`src/sfd_pkg.sv`:
```
// Shared types and constants for the SLIP frame decoder.
package sfd_pkg;

  localparam int MaxFrame   = 1024;
  localparam int CountWidth = $clog2(MaxFrame + 1);
  localparam int ByteWidth  = 8;
  localparam int IndexWidth = 10;
  localparam int LenWidth   = 11;
  localparam int CfgIdxWidth = 3;

  typedef enum logic [CfgIdxWidth-1:0] {
    CFG_START_CODE       = 3'd0,
    CFG_END_CODE         = 3'd1,
    CFG_ESCAPE_CODE      = 3'd2,
    CFG_ESC_END_CODE     = 3'd3,
    CFG_ESC_ESCAPE_CODE  = 3'd4,
    CFG_ESC_START_CODE   = 3'd5
  } cfg_idx_t;

  localparam logic [ByteWidth-1:0] RstStartCode     = 8'd193;
  localparam logic [ByteWidth-1:0] RstEndCode       = 8'd192;
  localparam logic [ByteWidth-1:0] RstEscapeCode    = 8'd219;
  localparam logic [ByteWidth-1:0] RstEscEndCode    = 8'd220;
  localparam logic [ByteWidth-1:0] RstEscEscapeCode = 8'd221;
  localparam logic [ByteWidth-1:0] RstEscStartCode  = 8'd222;

  typedef struct packed {
    logic [ByteWidth-1:0] start_code;
    logic [ByteWidth-1:0] end_code;
    logic [ByteWidth-1:0] escape_code;
    logic [ByteWidth-1:0] escaped_end_code;
    logic [ByteWidth-1:0] escaped_escape_code;
    logic [ByteWidth-1:0] escaped_start_code;
  } codes_t;

  typedef struct packed {
    logic                  in_frame;
    logic                  escape_pending;
    logic [CountWidth-1:0] byte_count;
    logic                  overflowed;
  } state_t;

  typedef struct packed {
    logic                  frame_end;
    logic [ByteWidth-1:0]  data_byte;
    logic [IndexWidth-1:0] byte_index;
    logic [LenWidth-1:0]   frame_length;
    logic                  overflow;
  } result_t;

endpackage

```
`src/sfd_decode.sv`:
```
// Per-byte classification, next frame state and result for one received item.
module sfd_decode (
  input  logic [sfd_pkg::ByteWidth-1:0] rx_byte,
  input  sfd_pkg::codes_t               codes,
  input  sfd_pkg::state_t               state,
  output sfd_pkg::state_t               state_next,
  output logic                          emit,
  output sfd_pkg::result_t              result
);

  logic [sfd_pkg::ByteWidth-1:0] data;

  always_comb begin
    state_next = state;
    emit       = 1'b0;
    result     = '0;
    data       = rx_byte;
    if (rx_byte == codes.start_code) begin
      state_next.in_frame   = 1'b1;
      state_next.byte_count = '0;
      state_next.overflowed = 1'b0;
    end else if (rx_byte == codes.end_code) begin
      if (state.in_frame) begin
        emit                = 1'b1;
        result.frame_end    = 1'b1;
        result.frame_length = sfd_pkg::LenWidth'(state.byte_count);
        result.overflow     = state.overflowed;
      end
      state_next.in_frame = 1'b0;
    end else if (state.in_frame) begin
      if (rx_byte == codes.escape_code) begin
        state_next.escape_pending = 1'b1;
      end else begin
        if (state.escape_pending) begin
          if (rx_byte == codes.escaped_end_code) begin
            data = codes.end_code;
            state_next.escape_pending = 1'b0;
          end else if (rx_byte == codes.escaped_escape_code) begin
            data = codes.escape_code;
            state_next.escape_pending = 1'b0;
          end else if (rx_byte == codes.escaped_start_code) begin
            data = codes.start_code;
            state_next.escape_pending = 1'b0;
          end
        end
        if (state.byte_count >= sfd_pkg::CountWidth'(sfd_pkg::MaxFrame)) begin
          state_next.overflowed = 1'b1;
        end else begin
          emit                  = 1'b1;
          result.data_byte      = data;
          result.byte_index     = sfd_pkg::IndexWidth'(state.byte_count);
          result.overflow       = state.overflowed;
          state_next.byte_count = state.byte_count + 1'b1;
        end
      end
    end
  end

endmodule

```
`src/slip_frame_decoder_unit.sv`:
```
// Top level of the SLIP frame decoder: config registers, frame state and output skid.
//
//  channel | signals                                   | direction
//  --------+-------------------------------------------+----------
//  input   | in_valid, in_stall, rx_byte                | in
//  output  | out_valid, out_stall, frame_end, data_byte,| out
//          | byte_index, frame_length, overflow         |
//  config  | cfg_we, cfg_index, cfg_data                | in
//
// One item is accepted per cycle while in_stall is low; its result, if any, goes
// into the output register, or into the skid entry if the output register holds
// an item not taken. A two-entry output (register plus skid) keeps in_stall a
// registered signal: it rises only once both entries are full. Synchronous reset
// clears the frame state and both valid flags and reloads the default codes.
module slip_frame_decoder_unit (
  input  logic                             clk,
  input  logic                             rst,
  input  logic                             in_valid,
  output logic                             in_stall,
  input  logic [sfd_pkg::ByteWidth-1:0]    rx_byte,
  output logic                             out_valid,
  input  logic                             out_stall,
  output logic                             frame_end,
  output logic [sfd_pkg::ByteWidth-1:0]    data_byte,
  output logic [sfd_pkg::IndexWidth-1:0]   byte_index,
  output logic [sfd_pkg::LenWidth-1:0]     frame_length,
  output logic                             overflow,
  input  logic                             cfg_we,
  input  logic [sfd_pkg::CfgIdxWidth-1:0]  cfg_index,
  input  logic [sfd_pkg::ByteWidth-1:0]    cfg_data
);

  sfd_pkg::codes_t  codes;
  sfd_pkg::state_t  state;
  sfd_pkg::state_t  state_next;
  sfd_pkg::result_t result_next;
  sfd_pkg::result_t out_item;
  sfd_pkg::result_t skid_item;
  logic             emit;
  logic             skid_valid;
  logic             accept;
  logic             take;

  assign in_stall = skid_valid;
  assign accept   = in_valid && !skid_valid;
  assign take     = out_valid && !out_stall;

  sfd_decode u_decode (
    .rx_byte    (rx_byte),
    .codes      (codes),
    .state      (state),
    .state_next (state_next),
    .emit       (emit),
    .result     (result_next)
  );

  always_ff @(posedge clk) begin
    if (rst) begin
      codes.start_code          <= sfd_pkg::RstStartCode;
      codes.end_code            <= sfd_pkg::RstEndCode;
      codes.escape_code         <= sfd_pkg::RstEscapeCode;
      codes.escaped_end_code    <= sfd_pkg::RstEscEndCode;
      codes.escaped_escape_code <= sfd_pkg::RstEscEscapeCode;
      codes.escaped_start_code  <= sfd_pkg::RstEscStartCode;
    end else if (cfg_we) begin
      case (cfg_index)
        sfd_pkg::CFG_START_CODE:      codes.start_code          <= cfg_data;
        sfd_pkg::CFG_END_CODE:        codes.end_code            <= cfg_data;
        sfd_pkg::CFG_ESCAPE_CODE:     codes.escape_code         <= cfg_data;
        sfd_pkg::CFG_ESC_END_CODE:    codes.escaped_end_code    <= cfg_data;
        sfd_pkg::CFG_ESC_ESCAPE_CODE: codes.escaped_escape_code <= cfg_data;
        sfd_pkg::CFG_ESC_START_CODE:  codes.escaped_start_code  <= cfg_data;
        default: ;
      endcase
    end
  end

  always_ff @(posedge clk) begin
    if (rst) begin
      state <= '0;
    end else if (accept) begin
      state <= state_next;
    end
  end

  // Output register with one skid entry behind it.
  always_ff @(posedge clk) begin
    if (rst) begin
      out_valid  <= 1'b0;
      skid_valid <= 1'b0;
    end else begin
      if (skid_valid) begin
        if (take) begin
          out_item   <= skid_item;
          skid_valid <= 1'b0;
        end
      end else if (accept && emit) begin
        if (out_valid && !take) begin
          skid_item  <= result_next;
          skid_valid <= 1'b1;
        end else begin
          out_item  <= result_next;
          out_valid <= 1'b1;
        end
      end else if (take) begin
        out_valid <= 1'b0;
      end
    end
  end

  assign frame_end    = out_item.frame_end;
  assign data_byte    = out_item.data_byte;
  assign byte_index   = out_item.byte_index;
  assign frame_length = out_item.frame_length;
  assign overflow     = out_item.overflow;

endmodule
```
`config.mk`:
```
export PLATFORM = sky130hd
export DESIGN_NAME = slip_frame_decoder_unit
export DESIGN_NICKNAME = d
export VERILOG_FILES = /design/src/sfd_pkg.sv /design/src/sfd_decode.sv /design/src/slip_frame_decoder_unit.sv
export SDC_FILE = /design/constraint.sdc
export NUM_CORES = 1
export LEC_CHECK = 0
export BUFFER_PORTS_ARGS = -buffer_cell sky130_fd_sc_hd__buf_2
export CAP_MARGIN = 30
export CORE_UTILIZATION = 25
export CTS_BUF_LIST = sky130_fd_sc_hd__clkbuf_2
export DETAILED_ROUTE_END_ITERATION = 6
export GPL_TIMING_DRIVEN = 0
export PLACE_DENSITY = 0.42
export SLEW_MARGIN = 20
export SYNTH_ARGS = -nofsm -noshare
export SYNTH_HDL_FRONTEND = slang
export SYNTH_SLANG_ARGS = --single-unit
```
`constraint.sdc`:
```
create_clock -name clk -period 5.3 [get_ports clk]
set_input_delay 0 -clock clk [delete_from_list [all_inputs] [get_ports clk]]
set_output_delay 0 -clock clk [all_outputs]
set_load 0.03 [all_outputs]
```
Word-level counts from Yosys, hierarchy flattened
Cells that the tools add are included.

Register bits: 126. Bits in latches: 0. RAM bits: 0. Bits in read-only memories: 0. Bits of input ports: 24. Output and inout bits: 33. Logic and storage cells: 117. Memories: 0.

$add $sub $neg: 1. Multiply operators: 0. Div/mod/pow operators: 0. Magnitude comparators: 1. Eq/ne operators: 17. Shifts and indexed selects: 0. Mux-type cells: 46. Bitwise logic cells: 4. Reductions and logical operators: 26.

Operators by type and width (number): $mux W31 (5); $mux W18 (4); $mux W12 (5); $eq A8 B8 Y1 (6); $mux W8 (4); $mux W1 (26); $mux W11 (2); $reduce_and A2 Y1 (7); $reduce_and A4 Y1 (3); $add A11 B1 Y11 const B (1); $ge A11 B11 Y1 const B (1); $reduce_and A5 Y1 (2); $reduce_bool A2 Y1 (5); $ne A2 B1 Y1 const B (4); $eq A3 B2 Y1 const B (2); $eq A3 B3 Y1 const B (2); $logic_and A1 B1 Y1 (4); $ne A2 B2 Y1 const B (2); $not A1 Y1 (4); $eq A3 B1 Y1 const B (1); $logic_not A1 Y1 (3); $logic_not A3 Y1 (1); $reduce_and A3 Y1 (1).

Depth between registers and ports, before layout
Gate-level depths: netlist of the first run.

Depth in word-level cells: 13. Depth in mapped cells: 9. Mapped depth without buffers: 6.

Modules after synthesis
A second synthesis of the first run with hierarchy kept.

Cells, all modules: 551. Area, all modules: 6243.5 µm².

Modules (own cells, without submodules): slip_frame_decoder_unit (times used 1, cells each 344, area each 4660.7 µm², seq. area each 3143.0 µm²); sfd_decode (times used 1, cells each 207, area each 1582.8 µm², seq. area each 0.0 µm²).

Worst setup path before layout of the first run
Ideal clock, no wire load.

Kind: register -> register. From: register codes[33] (netlist name). To: register out_item (netlist bit byte_index[0]) (enable). Library setup time: 471 ps. Arrival: 3723 ps. Required time: 4829 ps. Setup slack: 1107 ps. Cell stages (with the launch flop): 7. Path buffers: 0. Period minus slack after synthesis: 4193 ps. Cell sequence: dfxtp_1 -> xor2_1 -> nor4_1 -> nand2_1 -> a21boi_0 -> nand2_1 -> a221oi_1.

Longest elaborated chain between the ends: 6.

Ends and longest elaborated chain: $eq A8 B8 Y1 (line sfd_decode.sv:22) `end else if (rx_byte == codes.end_code) begin`; $mux W1 (line sfd_decode.sv:22); $mux W1 (line sfd_decode.sv:18) `if (rx_byte == codes.start_code) begin`; $logic_and A1 B1 Y1 (line slip_frame_decoder_unit.sv:97) `end else if (accept && emit) begin`; $reduce_bool A2 Y1 (no line); $reduce_and A4 Y1 (no line); end signal: assignment (line slip_frame_decoder_unit.sv:94) `out_item <= skid_item;`; end signal: assignment (line slip_frame_decoder_unit.sv:102) `out_item <= result_next;`; end: declaration (line slip_frame_decoder_unit.sv:37) `sfd_pkg::result_t out_item;`.

No other way between the ends. A chain may end at the register's enable or synchronous reset.

Worst setup path after layout of the first run
From: register codes[33] (netlist name). To: register skid_item[19] (netlist bit) (enable).

Longest elaborated chain between the ends: 5.

Ends and longest elaborated chain: $eq A8 B8 Y1 (line sfd_decode.sv:22); $mux W1 (line sfd_decode.sv:22); $mux W1 (line sfd_decode.sv:18); $logic_and A1 B1 Y1 (line slip_frame_decoder_unit.sv:97); $reduce_and A4 Y1 (no line); end signal: assignment (line slip_frame_decoder_unit.sv:99) `skid_item <= result_next;`; end: declaration (line slip_frame_decoder_unit.sv:38) `sfd_pkg::result_t skid_item;`.

No other way between the ends.

==> results.txt, run 1 <==
* Buffers from clock root to sink, at most: 2
- Power density over cell area: 245 nW/um^2
* Synthesis warning total: 0
- Adding up every negative setup slack in the final design gives 0 ns.
* Number of instances on the worst hold path: 4
- Post-CTS timing repair inserted 0 buffers for setup.
- The initial utilization of the core area, before any placement, comes to 25.7%.
* Number of instances in the synthesized netlist: 585
- The synthesized netlist devotes 18.8% of its cell area to simple gates.
* Post-synth design cell area: 5900 sq um
- Count of maximum capacitance violations: 0
- Relative slew slack: 41.4%
- Type of element launching the critical path: flop
* Post-layout instance area: 7180 sq um
* Hold Vio Cnt, Final: 0
- Worst skew pair latency: 0.71 ns
- Clock tree from TritonCTS: yes
- The critical path is of the flop to flop type.
- Area after DPL: 6600 sq um
* CTS Root Buffer Type: sky130_fd_sc_hd__clkbuf_2
* Critical path endpoint category: flop
- 57 I/O pins were placed.
* Unrepaired setup endpoints after global routing: false
* Final cycle utilization of the critical path: 61.2%
* R2r endpoint: skid_item[19]$_DFFE_PP_
- Layout cells sized above 1: 18.6%
- Startpoint of the tightest hold check path: cfg_data[0]
- In this run, CTS created clock tree buffers numbering 17.
- Post-synthesis mux area share: 5.37%
- Die Outline Area: 24200 sq um
- Class of the worst hold path: primary input to flop
* Detailed-route DRC error count: 0
* H-tree depth: 4
* Port Buf Inserts: 47
- Net count after synthesis: 611
- The congestion estimate from routability-driven global placement came to 0.822.
- Setup violations remaining at the end of the flow were counted as 0.
- The first detailed-routing pass took 4 iterations.
* Final ANT Viol Nets: 0
- HPWL after DPL: 11.7 mm
- Flip-flop cell with the highest count after synthesis: sky130_fd_sc_hd__dfxtp_1
- Total area of multi-input combinational cells: 2510 sq um
- Placeable Area: 22900 sq um
- Leakage power figure: 2.58 nW
- Post-Synth Adder-Cell Area: 0.424%
- Final layout net count: 718
* Status: complete, no violations
* Final period demand of the worst path: 3.24 ns
* Synthesized flop and latch total: 126
- The die is 156 microns wide.
- Sequential elements use 53.3% of the synthesized area.
* Max Freq: 308 MHz
- At the pin with the least slew margin, the transition time is 0.876 ns.
- Worst slack on hold paths: 0.158 ns
* Routed len/inst: 15.9 microns
- By area, the combinational part of the netlist is dominated by simple AND/OR/NAND/NOR gates.
* Number of antenna violations at the first check in global routing: 0
- Yosys cell types: 41
- Fill cells in the final layout number 2422.
* Worst r2r path cells: 9
* Clock slew at the register clock pins of the worst setup and hold paths: 0.21 ns
- Max IR drop VDD: 102 uV
- Across every metal layer, demand over resource in global routing totals 14.0%.
* DRC marker count from the first detailed-route iteration: 268
* Share of synthesized registers carrying an async set or reset: 0%
- Compound-cell area share of the yosys netlist: 9.80%
- CP required: 5.72 ns
- Reg2reg start: codes[33]$_SDFFE_PP0P_
* Clock skew: 0.0626 ns
- Layout overhead on the synthesized area: 21.8%
- In this run, synthesis inferred 62 flip-flops with an integrated enable.
- The first global-routing pass estimated 25.4 mm of wire.
- Number of vias per cell after detailed routing: 4.45
- The number of pins with negative max-slew slack in the final report came to 0.
- In this run the register-to-register setup slack is 2.06 ns.
- The floorplan step set the die height to 156 microns.
- Worst hold path endpoint: codes[16]$_SDFFE_PP0P_
* Worst-path maximum fanout: 10
* Clock sinks: 126
* Rows: 55
- The via count of the first global-routing pass is 4602.
- After global routing the overflow that remains totals 0.
- Entering global routing, the biggest net connects 17 pins.
- Total via count in the routed design: 4527
- The number of antenna diodes in the final layout is 0.
- Fraction of synthesized cell area in xor and xnor cells: 7.78%
* Final standard cell utilization of the core: 31.4%
- Sequential cell area in the final layout: 3140 sq um
* Critical path arrival: 3.67 ns
* Post-Synthesis Mean Instance Area: 10.1 sq um
* Total power consumption of the routed design: 0.00176 W
- Summed over all layers, the routed wires come to 16.2 mm.
-- worst max-delay path, cell delays in order, from the launching register on --
cell,delay [ns]
sky130_fd_sc_hd__dfxtp_1,0.39
sky130_fd_sc_hd__xor2_1,0.17
sky130_fd_sc_hd__nor4_1,0.55
sky130_fd_sc_hd__nand2_1,0.23
sky130_fd_sc_hd__a21boi_0,0.33
sky130_fd_sc_hd__nand2_1,0.19
sky130_fd_sc_hd__nor3_2,0.43
sky130_fd_sc_hd__buf_4,0.28
sky130_fd_sc_hd__buf_4,0.21
sky130_fd_sc_hd__buf_4,0.18
-- cell usage in the layout (no fill, tap or decap), types with 9 or more instances in the layout --
cell type / Yosys / layout
sky130_fd_sc_hd__nand2_1: 119 / 119
sky130_fd_sc_hd__dfxtp_1: 64 / 64
sky130_fd_sc_hd__edfxtp_1: 62 / 62
sky130_fd_sc_hd__buf_2: 3 / 50
sky130_fd_sc_hd__xor2_1: 42 / 42
sky130_fd_sc_hd__dlygate4sd3_1: 0 / 35
sky130_fd_sc_hd__nand3_1: 32 / 32
sky130_fd_sc_hd__a21oi_1: 30 / 30
sky130_fd_sc_hd__nor2_1: 29 / 29
sky130_fd_sc_hd__inv_1: 21 / 21
sky130_fd_sc_hd__mux2_2: 21 / 21
sky130_fd_sc_hd__clkbuf_1: 21 / 21
sky130_fd_sc_hd__clkbuf_2: 0 / 18
sky130_fd_sc_hd__and3_1: 15 / 15
sky130_fd_sc_hd__o31ai_1: 13 / 13
sky130_fd_sc_hd__o21ai_0: 12 / 12
sky130_fd_sc_hd__nor3_1: 11 / 10
sky130_fd_sc_hd__buf_4: 5 / 9
sky130_fd_sc_hd__o41ai_1: 9 / 9
-- cells in the mapped netlist (4+ instances only) --
cell / count / area, sq um
sky130_fd_sc_hd__a21oi_1: 30 / 150
sky130_fd_sc_hd__a221oi_1: 9 / 78.8
sky130_fd_sc_hd__and2_1: 8 / 50.1
sky130_fd_sc_hd__and3_1: 15 / 93.8
sky130_fd_sc_hd__buf_4: 5 / 37.5
sky130_fd_sc_hd__buf_6: 5 / 56.3
sky130_fd_sc_hd__clkbuf_1: 21 / 78.8
sky130_fd_sc_hd__dfxtp_1: 64 / 1280
sky130_fd_sc_hd__edfxtp_1: 62 / 1860
sky130_fd_sc_hd__inv_1: 21 / 78.8
sky130_fd_sc_hd__mux2_2: 21 / 236
sky130_fd_sc_hd__mux2i_1: 8 / 80.1
sky130_fd_sc_hd__nand2_1: 119 / 447
sky130_fd_sc_hd__nand3_1: 32 / 160
sky130_fd_sc_hd__nor2_1: 29 / 109
sky130_fd_sc_hd__nor2b_1: 4 / 25.0
sky130_fd_sc_hd__nor3_1: 11 / 55.1
sky130_fd_sc_hd__nor4_1: 8 / 50.1
sky130_fd_sc_hd__o21ai_0: 12 / 60.1
sky130_fd_sc_hd__o31ai_1: 13 / 97.6
sky130_fd_sc_hd__o41ai_1: 9 / 78.8
sky130_fd_sc_hd__xor2_1: 42 / 368
sky130_fd_sc_hd__xor2_2: 4 / 65.1
-- registers in the layout, summed over array words and instances, names as in the netlist --
register / flops
frame_end: 1
overflow: 1
codes: 48
skid_item: 31
frame_length: 11
byte_index: 10
state: 14
data_byte: 8
in_stall: 1
out_valid: 1
-- what timing repair did --
action / 4_1_cts / 5_1_grt
hold buffers: 35 / 0
gates resized for setup: 0 / 0
hold endpoints to repair: 102 / 0
-- per-stage QoR --
step	worst slack, ns	cells
finish	2.06	1018
floorplan	1.11	585
global placement	-0.819	945
CTS	1.93	1018
detailed placement	1.98	951
global route	1.65	1018
-- where the power goes --
part	total [W]	leakage (nW)	switching, W	internal, W
logic	0.000125	1.37	0.0000737	0.0000511
registers	0.00103	1.08	0.00000874	0.00102
clock network	0.000603	0.134	0.000385	0.000218
total	0.00176	2.58	0.000468	0.00129
-- final cells by class --
class | instances | area share (%)
Sequential cell | 126 | 43.7
Multi-Input combinational cell | 404 | 35.0
Inverter | 21 | 1.10
Timing Repair Buffer | 88 | 8.88
Tap cell | 313 | 5.45
Clock inverter | 14 | 1.99
Clock buffer | 18 | 1.25
Buffer | 34 | 2.61
-- cell families (layout without fill, tap and decap cells) --
kind of cell    after synthesis  count (layout)
xor+xnor                     49              49
buf+inv                      55             175
flops                       126             126
compound gates               85              85
simple gates                239             239
mux                          29              29
fa+ha+maj                     2               2
-- worst max path at each step --
stage | start | endpoint | slack [ns] | cells past startpoint
3_3_place_gp | codes[33]$_SDFFE_PP0P_ | byte_index[8]$_DFFE_PP_ | -0.82 | 6
5_1_grt | codes[33]$_SDFFE_PP0P_ | skid_item[26]$_DFFE_PP_ | 1.65 | 9
2_1_floorplan | codes[33]$_SDFFE_PP0P_ | byte_index[0]$_DFFE_PP_ | 1.11 | 6
6_report | codes[33]$_SDFFE_PP0P_ | skid_item[19]$_DFFE_PP_ | 2.06 | 9
3_5_place_dp | codes[33]$_SDFFE_PP0P_ | skid_item[19]$_DFFE_PP_ | 1.98 | 9
4_1_cts | codes[33]$_SDFFE_PP0P_ | skid_item[15]$_DFFE_PP_ | 1.93 | 9
-- metal layers --
| layer | up-vias | global-route usage [%] | part of all wire (%) |
|---|---|---|---|
| li1 | 2265 | - | - |
| met1 | 2149 | 17.3 | 46 |
| met2 | 91 | 23.8 | 49 |
| met3 | 22 | 2.94 | 3.2 |
| met4 | 0 | 5.51 | 2.4 |
| met5 | - | 0 | 0 |
Note: power is estimated with default switching activity, not from simulation.
==> inputs of run 2 (changes only) <==
==> constraint.sdc (replaced) <==
create_clock -name clk -period 3.25 [get_ports clk]
set_input_delay 0 -clock clk [delete_from_list [all_inputs] [get_ports clk]]
set_output_delay 0 -clock clk [all_outputs]
set_load 0.03 [all_outputs]
==> run 2 against run 1 <==
Against the previous run:
- worst hold slack lost 0.023 ns
- maximum frequency grew 10%
- count of clock-buffer cells in the layout shrank 1
- highest routed layer unchanged
- combinational power grew 68%
==> results.txt, run 2 (synthesis results as in run 1) <==
- The clock transition at the register clock pins on the worst setup and hold paths after CTS came to 0.23 ns (was 0.21 ns).
- Worst skew pair latency: 0.72 ns (was 0.71 ns)
- Max Freq: 340 MHz (was 308 MHz)
- Bufs and invs on worst path: 2 (was 3)
* Worst hold path endpoint: codes[33]$_SDFFE_PP0P_ (was codes[16]$_SDFFE_PP0P_)
* Final period demand of the worst path: 2.94 ns (was 3.24 ns)
- CTS Root Buffer Type: sky130_fd_sc_hd__clkbuf_2 (unchanged)
- The number of routed nets with antenna violations was 0 (unchanged).
- Buffers from clock root to sink, at most: 2 (unchanged)
* Library cell contributing the largest single delay on the critical path: sky130_fd_sc_hd__nor4_1 (unchanged)
- The detailed placement HPWL was 11.5 mm (was 11.7 mm).
- Clock buffer count from CTS: 17 (unchanged)
- Unrepaired setup endpoints after global routing: false (unchanged)
* Hold Vio Cnt, Final: 0 (unchanged)
- Total via count in the routed design: 4596 (was 4527)
- The slew at the pin with the worst max-slew slack is 0.791 ns (was 0.876 ns).
- Overall die width: 156 microns (unchanged)
- The area of the core was 22900 sq um (unchanged).
* Pre-antenna DRT Iters: 4 (unchanged)
- Detailed-route DRC error count: 0 (unchanged)
* Clock skew: 0.0389 ns (was 0.0626 ns)
* Max IR drop VDD: 191 uV (was 102 uV)
- Total power consumption of the routed design: 0.00301 W (was 0.00176 W)
- Highest-count cells in the layout ignoring fill and taps: sky130_fd_sc_hd__nand2_1, sky130_fd_sc_hd__dfxtp_1, sky130_fd_sc_hd__edfxtp_1 (unchanged).
- Status: complete, no violations (unchanged)
- Clock sinks: 126 (unchanged)
- Class of the worst hold path: primary input to flop (unchanged)
* R2r endpoint: frame_length[5]$_DFFE_PP_ (was skid_item[19]$_DFFE_PP_)
- The reg-to-reg critical path startpoint was codes[35]$_SDFFE_PP0P_ (was codes[33]$_SDFFE_PP0P_).
* Final standard cell utilization of the core: 31.7% (was 31.4%)
- Worst-path maximum fanout: 16 (was 10)
- The data required time at the worst endpoint was 3.69 ns (was 5.72 ns).
* Vias in the first global route: 4456 (was 4602)
* Top register by number of flip-flops: codes (unchanged)
* Worst r2r path cells: 8 (was 9)
- The pin count of the biggest net entering global routing was 17 (unchanged).
* Category of the critical setup timing path: flop to flop (unchanged)
- The cell family contributing the most delay on the critical path was simple AND/OR/NAND/NOR gates (unchanged).
- DIE HEIGHT: 156 microns (unchanged)
- The detailed-route wire length per cell was 16.0 microns (was 15.9 microns).
- Layout cells sized above 1: 19.1% (was 18.6%)
* Non-filler instance count after layout: 1019 (was 1018)
- The CTS tree is yes (unchanged).
- The number of flip-flops under the largest register name was 48 (unchanged).
- The leading cell type in the layout, fill and taps excluded was sky130_fd_sc_hd__nand2_1 (unchanged).
- The wire length of the first global-routing pass came to 25.5 mm (was 25.4 mm).
- The I/O pin count was 57 (unchanged).
* DRC marker count from the first detailed-route iteration: 268 (unchanged)
- The initial antenna violation count is 0 (unchanged).
- The level count of the clock H-tree was 4 (unchanged).
- The overall global routing resource usage was 14.1% (was 14.0%).
- Worst slack on hold paths: 0.135 ns (was 0.158 ns)
- Rows: 55 (unchanged)
- The power density relative to cell area is 414 nW/um^2 (was 245 nW/um^2).
* Number of instances on the worst hold path: 4 (unchanged)
- The number of input and output port buffers inserted came to 47 (unchanged).
- The number of maximum-capacitance violations came to 0 (unchanged).
* Setup slack of the critical path after layout: 0.307 ns (was 2.06 ns)
- Max-slew violation total from the final report: 0 (unchanged)
- Number of vias per cell after detailed routing: 4.51 (was 4.45)
- The residual overflow from global routing is 0 (unchanged).
* Post-Place Worst Slack: -0.121 ns (was 1.98 ns)
- The layout overhead on the synthesized area came to 23.0% (was 21.8%).
- The number of placed instances with taps included is 949 (was 951).
- The startpoint of the most critical hold path is cfg_data[1] (was cfg_data[0]).
- The largest incremental delay on the critical path is 0.54 ns (was 0.55 ns).
- The worst slew margin relative to its limit is 47.2% (was 41.4%).
- R2R Setup Slk: 0.31 ns (was 2.06 ns)
- Leakage power figure: 2.61 nW (was 2.58 nW)
* Top Registers: codes x48, skid_item x31, state x14 (unchanged)
- Type of element launching the critical path: flop (unchanged)
- The total wire length came to 16.3 mm (was 16.2 mm).
* Starting utilization of the core area: 25.7% (unchanged)
- The ratio of final minimum period to clock period was 90.5% (was 61.2%).
- Final layout net count: 719 (was 718)
- The type of element capturing the critical path is a flop (unchanged).
- The count of endpoints failing setup in the final report is 0 (unchanged).
* Routability cong.: 0.804 (was 0.822)
- The full die area is 24200 sq um (unchanged).
* Cell-by-cell listing of the critical path: xor2_1, nor4_1, nand2_1, a21boi_0, nand2_1, a221oi_4, buf_6, buf_6 (was xor2_1, nor4_1, nand2_1, a21boi_0, nand2_1, nor3_2, buf_4, buf_4, buf_4)
- Total inserted antenna cells: 0 (unchanged)
- Critical path arrival: 3.38 ns (was 3.67 ns)
==> run 2: what timing repair did <==
action / CTS / global route
hold endpoints to repair: 121 / 0
hold buffers: 36 / 0
endpoints found under the setup margin: 16 / 0
gates resized for setup: 1 / 0
buffers inserted: 1 / 0
==> run 2: stage by stage <==
step / cell area (sq um) / setup TNS, ns
global placement: 6540 / -71.41
finish: 7260 / 0
CTS: 7250 / 0
global route: 7260 / 0
floorplan: 5910 / 0
detailed placement: 6610 / -1.92
==> run 2: layout make-up <==
type / instances / area (sq um)
buffer: 34 / 188
clock buffer: 17 / 85.1
clock inverter: 15 / 184
fill: 2422 / 15700
inverter: 21 / 78.8
multi-input combinational: 404 / 2520
sequential: 126 / 3140
tap: 313 / 392
timing repair buffer: 89 / 663
==> run 2: power breakdown <==
| group | internal, W | total, W | switching (W) |
|---|---|---|---|
| Combinational | 0.0000846 | 0.000210 | 0.000125 |
| Sequential | 0.00167 | 0.00168 | 0.0000133 |
| Clock | 0.000442 | 0.00112 | 0.000673 |
| Total | 0.00220 | 0.00301 | 0.000811 |
==> run 2: metal layers <==
layer / track usage, % / vias to the layer above / wire (microns)
met4: 4.72 / 0 / 341
met5: 0 / - / 0
met1: 18.4 / 2203 / 7760
met2: 23.2 / 95 / 7700
met3: 3.00 / 23 / 533
li1: - / 2275 / -
==> run 2: worst max-delay path by stage <==
stage                                      start                        end  slack, ns  cells after the start
after floorplan           codes[33]$_SDFFE_PP0P_    byte_index[0]$_DFFE_PP_       0.05                      6
after global placement    codes[33]$_SDFFE_PP0P_    byte_index[8]$_DFFE_PP_      -1.32                      6
after detailed placement  codes[33]$_SDFFE_PP0P_    byte_index[9]$_DFFE_PP_      -0.12                      8
after CTS                 codes[35]$_SDFFE_PP0P_    byte_index[2]$_DFFE_PP_       0.29                      8
after global routing      codes[35]$_SDFFE_PP0P_    byte_index[2]$_DFFE_PP_       0.01                      8
final                     codes[35]$_SDFFE_PP0P_  frame_length[5]$_DFFE_PP_       0.31                      8
==> run 2: worst reg2reg max path: cells and delay by family, from the launching register on <==
family | cells | cell delay [ns]
DFF | 1 | 0.38
and+or+nand+nor | 3 | 1.01
xor gates and xnor gates | 1 | 0.16
AOI/OAI and AO/OA | 2 | 0.73
buffers and inverters | 2 | 0.40
==> inputs of run 3 (changes only) <==
--- a/config.mk
+++ b/config.mk
@@ -7,11 +7,11 @@
 export LEC_CHECK = 0
 export BUFFER_PORTS_ARGS = -buffer_cell sky130_fd_sc_hd__buf_2
 export CAP_MARGIN = 30
-export CORE_UTILIZATION = 25
+export CORE_UTILIZATION = 50
 export CTS_BUF_LIST = sky130_fd_sc_hd__clkbuf_2
 export DETAILED_ROUTE_END_ITERATION = 6
 export GPL_TIMING_DRIVEN = 0
-export PLACE_DENSITY = 0.42
+export PLACE_DENSITY = 0.71
 export SLEW_MARGIN = 20
 export SYNTH_ARGS = -nofsm -noshare
 export SYNTH_HDL_FRONTEND = slang
==> run 3 against run 2 <==
Against the previous run:
- cell area decreased by 3.7%
- maximum frequency decreased by 0.83%
- sequential power about the same
- final cell count decreased by 16%
- register-to-register slack got worse by 0.02 ns
- count of clock-buffer cells in the layout increased by 3
- combinational power decreased by 5%
- highest routed layer unchanged
- largest cell class unchanged
==> results.txt, run 3 (synthesis results as in run 1) <==
- DIE HEIGHT: 111 microns (was 156 microns)
- Routed len/inst: 16.6 microns (was 16.0 microns)
- Relative slew slack: 31.3% (was 47.2%)
* Vias in the first global route: 4751 (was 4456)
- The initial antenna violation count is 0 (unchanged).
* Largest net degree at the start of global routing: 19 (was 17)
* Die Outline Area: 12200 sq um (was 24200 sq um)
- The number of pins with negative max-slew slack in the final report is 0 (unchanged).
* Detailed-route DRC error count: 0 (unchanged)
- The slew at the pin with the worst max-slew slack was 1.03 ns (was 0.791 ns).
* Drt total wl: 14.1 mm (was 16.3 mm)
- The number of fill cells is 955 (was 2422).
- Starting utilization of the core area: 51.4% (was 25.7%)
- The floorplan row count is 39 (was 55).
* Count of maximum capacitance violations: 0 (unchanged)
- Category of the critical setup timing path: flop to flop (unchanged)
- Fin Setup TNS: 0 ns (unchanged)
- The detailed placement HPWL was 9.76 mm (was 11.5 mm).
- Final cycle utilization of the critical path: 91.3% (was 90.5%)
- The global placement routability congestion came to 0.920 (was 0.804).
- The count of cells along the worst register-to-register path is 7 (was 8).
- Critical path arrival: 3.38 ns (about the same)
- CTS Root Buffer Type: sky130_fd_sc_hd__clkbuf_2 (unchanged)
- The final setup skew is 0.0398 ns (was 0.0389 ns).
* Number of vias per cell after detailed routing: 5.54 (was 4.51)
- The class of the tightest hold or removal check is primary input to flop (unchanged).
- Max IR drop VDD: 292 uV (was 191 uV)
- Layout cells sized above 1: 18.2% (was 19.1%)
- Unrepaired setup endpoints after global routing: false (unchanged)
* Total overflow reported by the global router: 0 (unchanged)
* Status: complete, no violations (unchanged)
- Total inserted antenna cells: 0 (unchanged)
- The sequential cell area came to 3140 sq um (unchanged).
- Commonest non-fill, non-tap cell in the layout: sky130_fd_sc_hd__nand2_1 (unchanged)
- Clock sinks: 126 (unchanged)
- The type of element capturing the critical path was a flop (unchanged).
* Top Registers: codes x48, skid_item x31, state x14 (unchanged)
- Type of element launching the critical path: flop (unchanged)
- The number of input and output port buffers inserted is 47 (unchanged).
* Non-filler instance count after layout: 851 (was 1019)
* Number of instances on the worst hold path: 4 (unchanged)
* Total via count in the routed design: 4717 (was 4596)
* H-tree depth: 4 (unchanged)
- IO Pins: 57 (unchanged)
* Worst-path maximum fanout: 18 (was 16)
* Leakage power figure: 2.59 nW (was 2.61 nW)
- The number of DRC markers in iteration 0 was 347 (was 268).
- The die extent in x came to 111 microns (was 156 microns).
- Total area of multi-input combinational cells: 2520 sq um (about the same)
* Clock buffer count from CTS: 17 (unchanged)
* Setup slack of the critical path after layout: 0.283 ns (was 0.307 ns)
- Wire length of the first global-routing pass: 23.4 mm (was 25.5 mm)
* Buffers from clock root to sink, at most: 2 (unchanged)
- The area of the core is 11500 sq um (was 22900 sq um).
- Clock tree from TritonCTS: yes (unchanged)
* Worst skew pair latency: 0.72 ns (about the same)
- The layout overhead on the synthesized area is 18.5% (was 23.0%).
- Max Freq: 337 MHz (was 340 MHz)
* Post-CTS resize count: 0 (was 1)
- The first-pass iteration count of the detailed router was 6 (was 4).
- The number of flip-flops under the largest register name was 48 (unchanged).
- Hold Vio Cnt, Final: 0 (unchanged)
* Final layout net count: 721 (was 719)
- Final period demand of the worst path: 2.97 ns (was 2.94 ns)
- The worst slack at placement came to 0.190 ns (was -0.121 ns).
* Placed instance count: 777 (was 949)
* Total power consumption of the routed design: 0.00277 W (was 0.00301 W)
* GRT Total Usage: 24.4% (was 14.1%)
- Clock slew at the register clock pins of the worst setup and hold paths: 0.18 ns (was 0.23 ns)
- Highest-count cells in the layout ignoring fill and taps: sky130_fd_sc_hd__nand2_1, sky130_fd_sc_hd__dfxtp_1, sky130_fd_sc_hd__edfxtp_1 (unchanged)
- Power density over cell area: 397 nW/um^2 (was 414 nW/um^2)
* # setup viols final: 0 (unchanged)
* CP required: 3.66 ns (was 3.69 ns)
- The largest register by flop count was codes (unchanged).
* Final ANT Viol Nets: 0 (unchanged)
[run 3: changes by cell type in the layout (fill, tap and decap cells not counted), sizes merged]
cell | previous run | this run
bufinv | 3 | 2
inv | 26 | 22
buf | 66 | 68
clkinvlp | 2 | 0
clkbuf | 38 | 41
clkinv | 5 | 9
[run 3: layout make-up]
cell class | count | share of cell area, %
Sequential cell | 126 | 45.0
Multi-Input combinational cell | 404 | 36.0
Timing Repair Buffer | 91 | 9.72
Buffer | 34 | 2.69
Tap cell | 143 | 2.56
Clock inverter | 12 | 1.47
Clock buffer | 20 | 1.43
Inverter | 21 | 1.13
[run 3: what timing repair did]
| item | 4_1_cts | 5_1_grt |
|---|---|---|
| setup buffers | 0 | 6 |
| endpoints found under the setup margin | 0 | 23 |
| hold endpoints to repair | 135 | 0 |
| hold buffers | 36 | 0 |
[run 3: metal layers]
layer,track usage [%],share of wire [%]
met5,0,0
met4,11.2,3.1
met3,5.54,4.9
met2,40.2,48
met1,30.6,44
[run 3: worst paths after layout]
kind                          startpoint  slack, ns                       to
setup / recovery  codes[33]$_SDFFE_PP0P_       0.28  skid_item[27]$_DFFE_PP_
hold / removal               cfg_data[7]       0.15   codes[31]$_SDFFE_PP1P_
setup reg to reg  codes[33]$_SDFFE_PP0P_       0.28  skid_item[27]$_DFFE_PP_
hold reg to reg   codes[21]$_SDFFE_PP0P_       0.48   codes[21]$_SDFFE_PP0P_
[run 3: metrics by stage]
step	area (sq um)	hold WS (ns)	utilization, %
finish	6990	0.153	60.9
global route	6990	0.126	60.9
CTS	6930	0.108	60.4
detailed placement	6370	0.333	55.5
global placement	6320	0.321	55.2
floorplan	5910	0.124	-
[run 3: where the power goes]
| group | total (W) | switching (W) | internal (W) |
|---|---|---|---|
| logic | 0.000199 | 0.000115 | 0.0000845 |
| clock network | 0.000892 | 0.000550 | 0.000342 |
| registers | 0.00168 | 0.0000134 | 0.00167 |
| total | 0.00277 | 0.000677 | 0.00209 |
[run 3: critical path: stages (launching register included)]
cell and delay, ns:
sky130_fd_sc_hd__dfxtp_1 0.36, sky130_fd_sc_hd__xor2_1 0.16, sky130_fd_sc_hd__nor4_1 0.51, sky130_fd_sc_hd__nand2_1 0.20, sky130_fd_sc_hd__a21boi_0 0.34, sky130_fd_sc_hd__nand2_1 0.23, sky130_fd_sc_hd__nor3_4 0.61, sky130_fd_sc_hd__buf_8 0.27
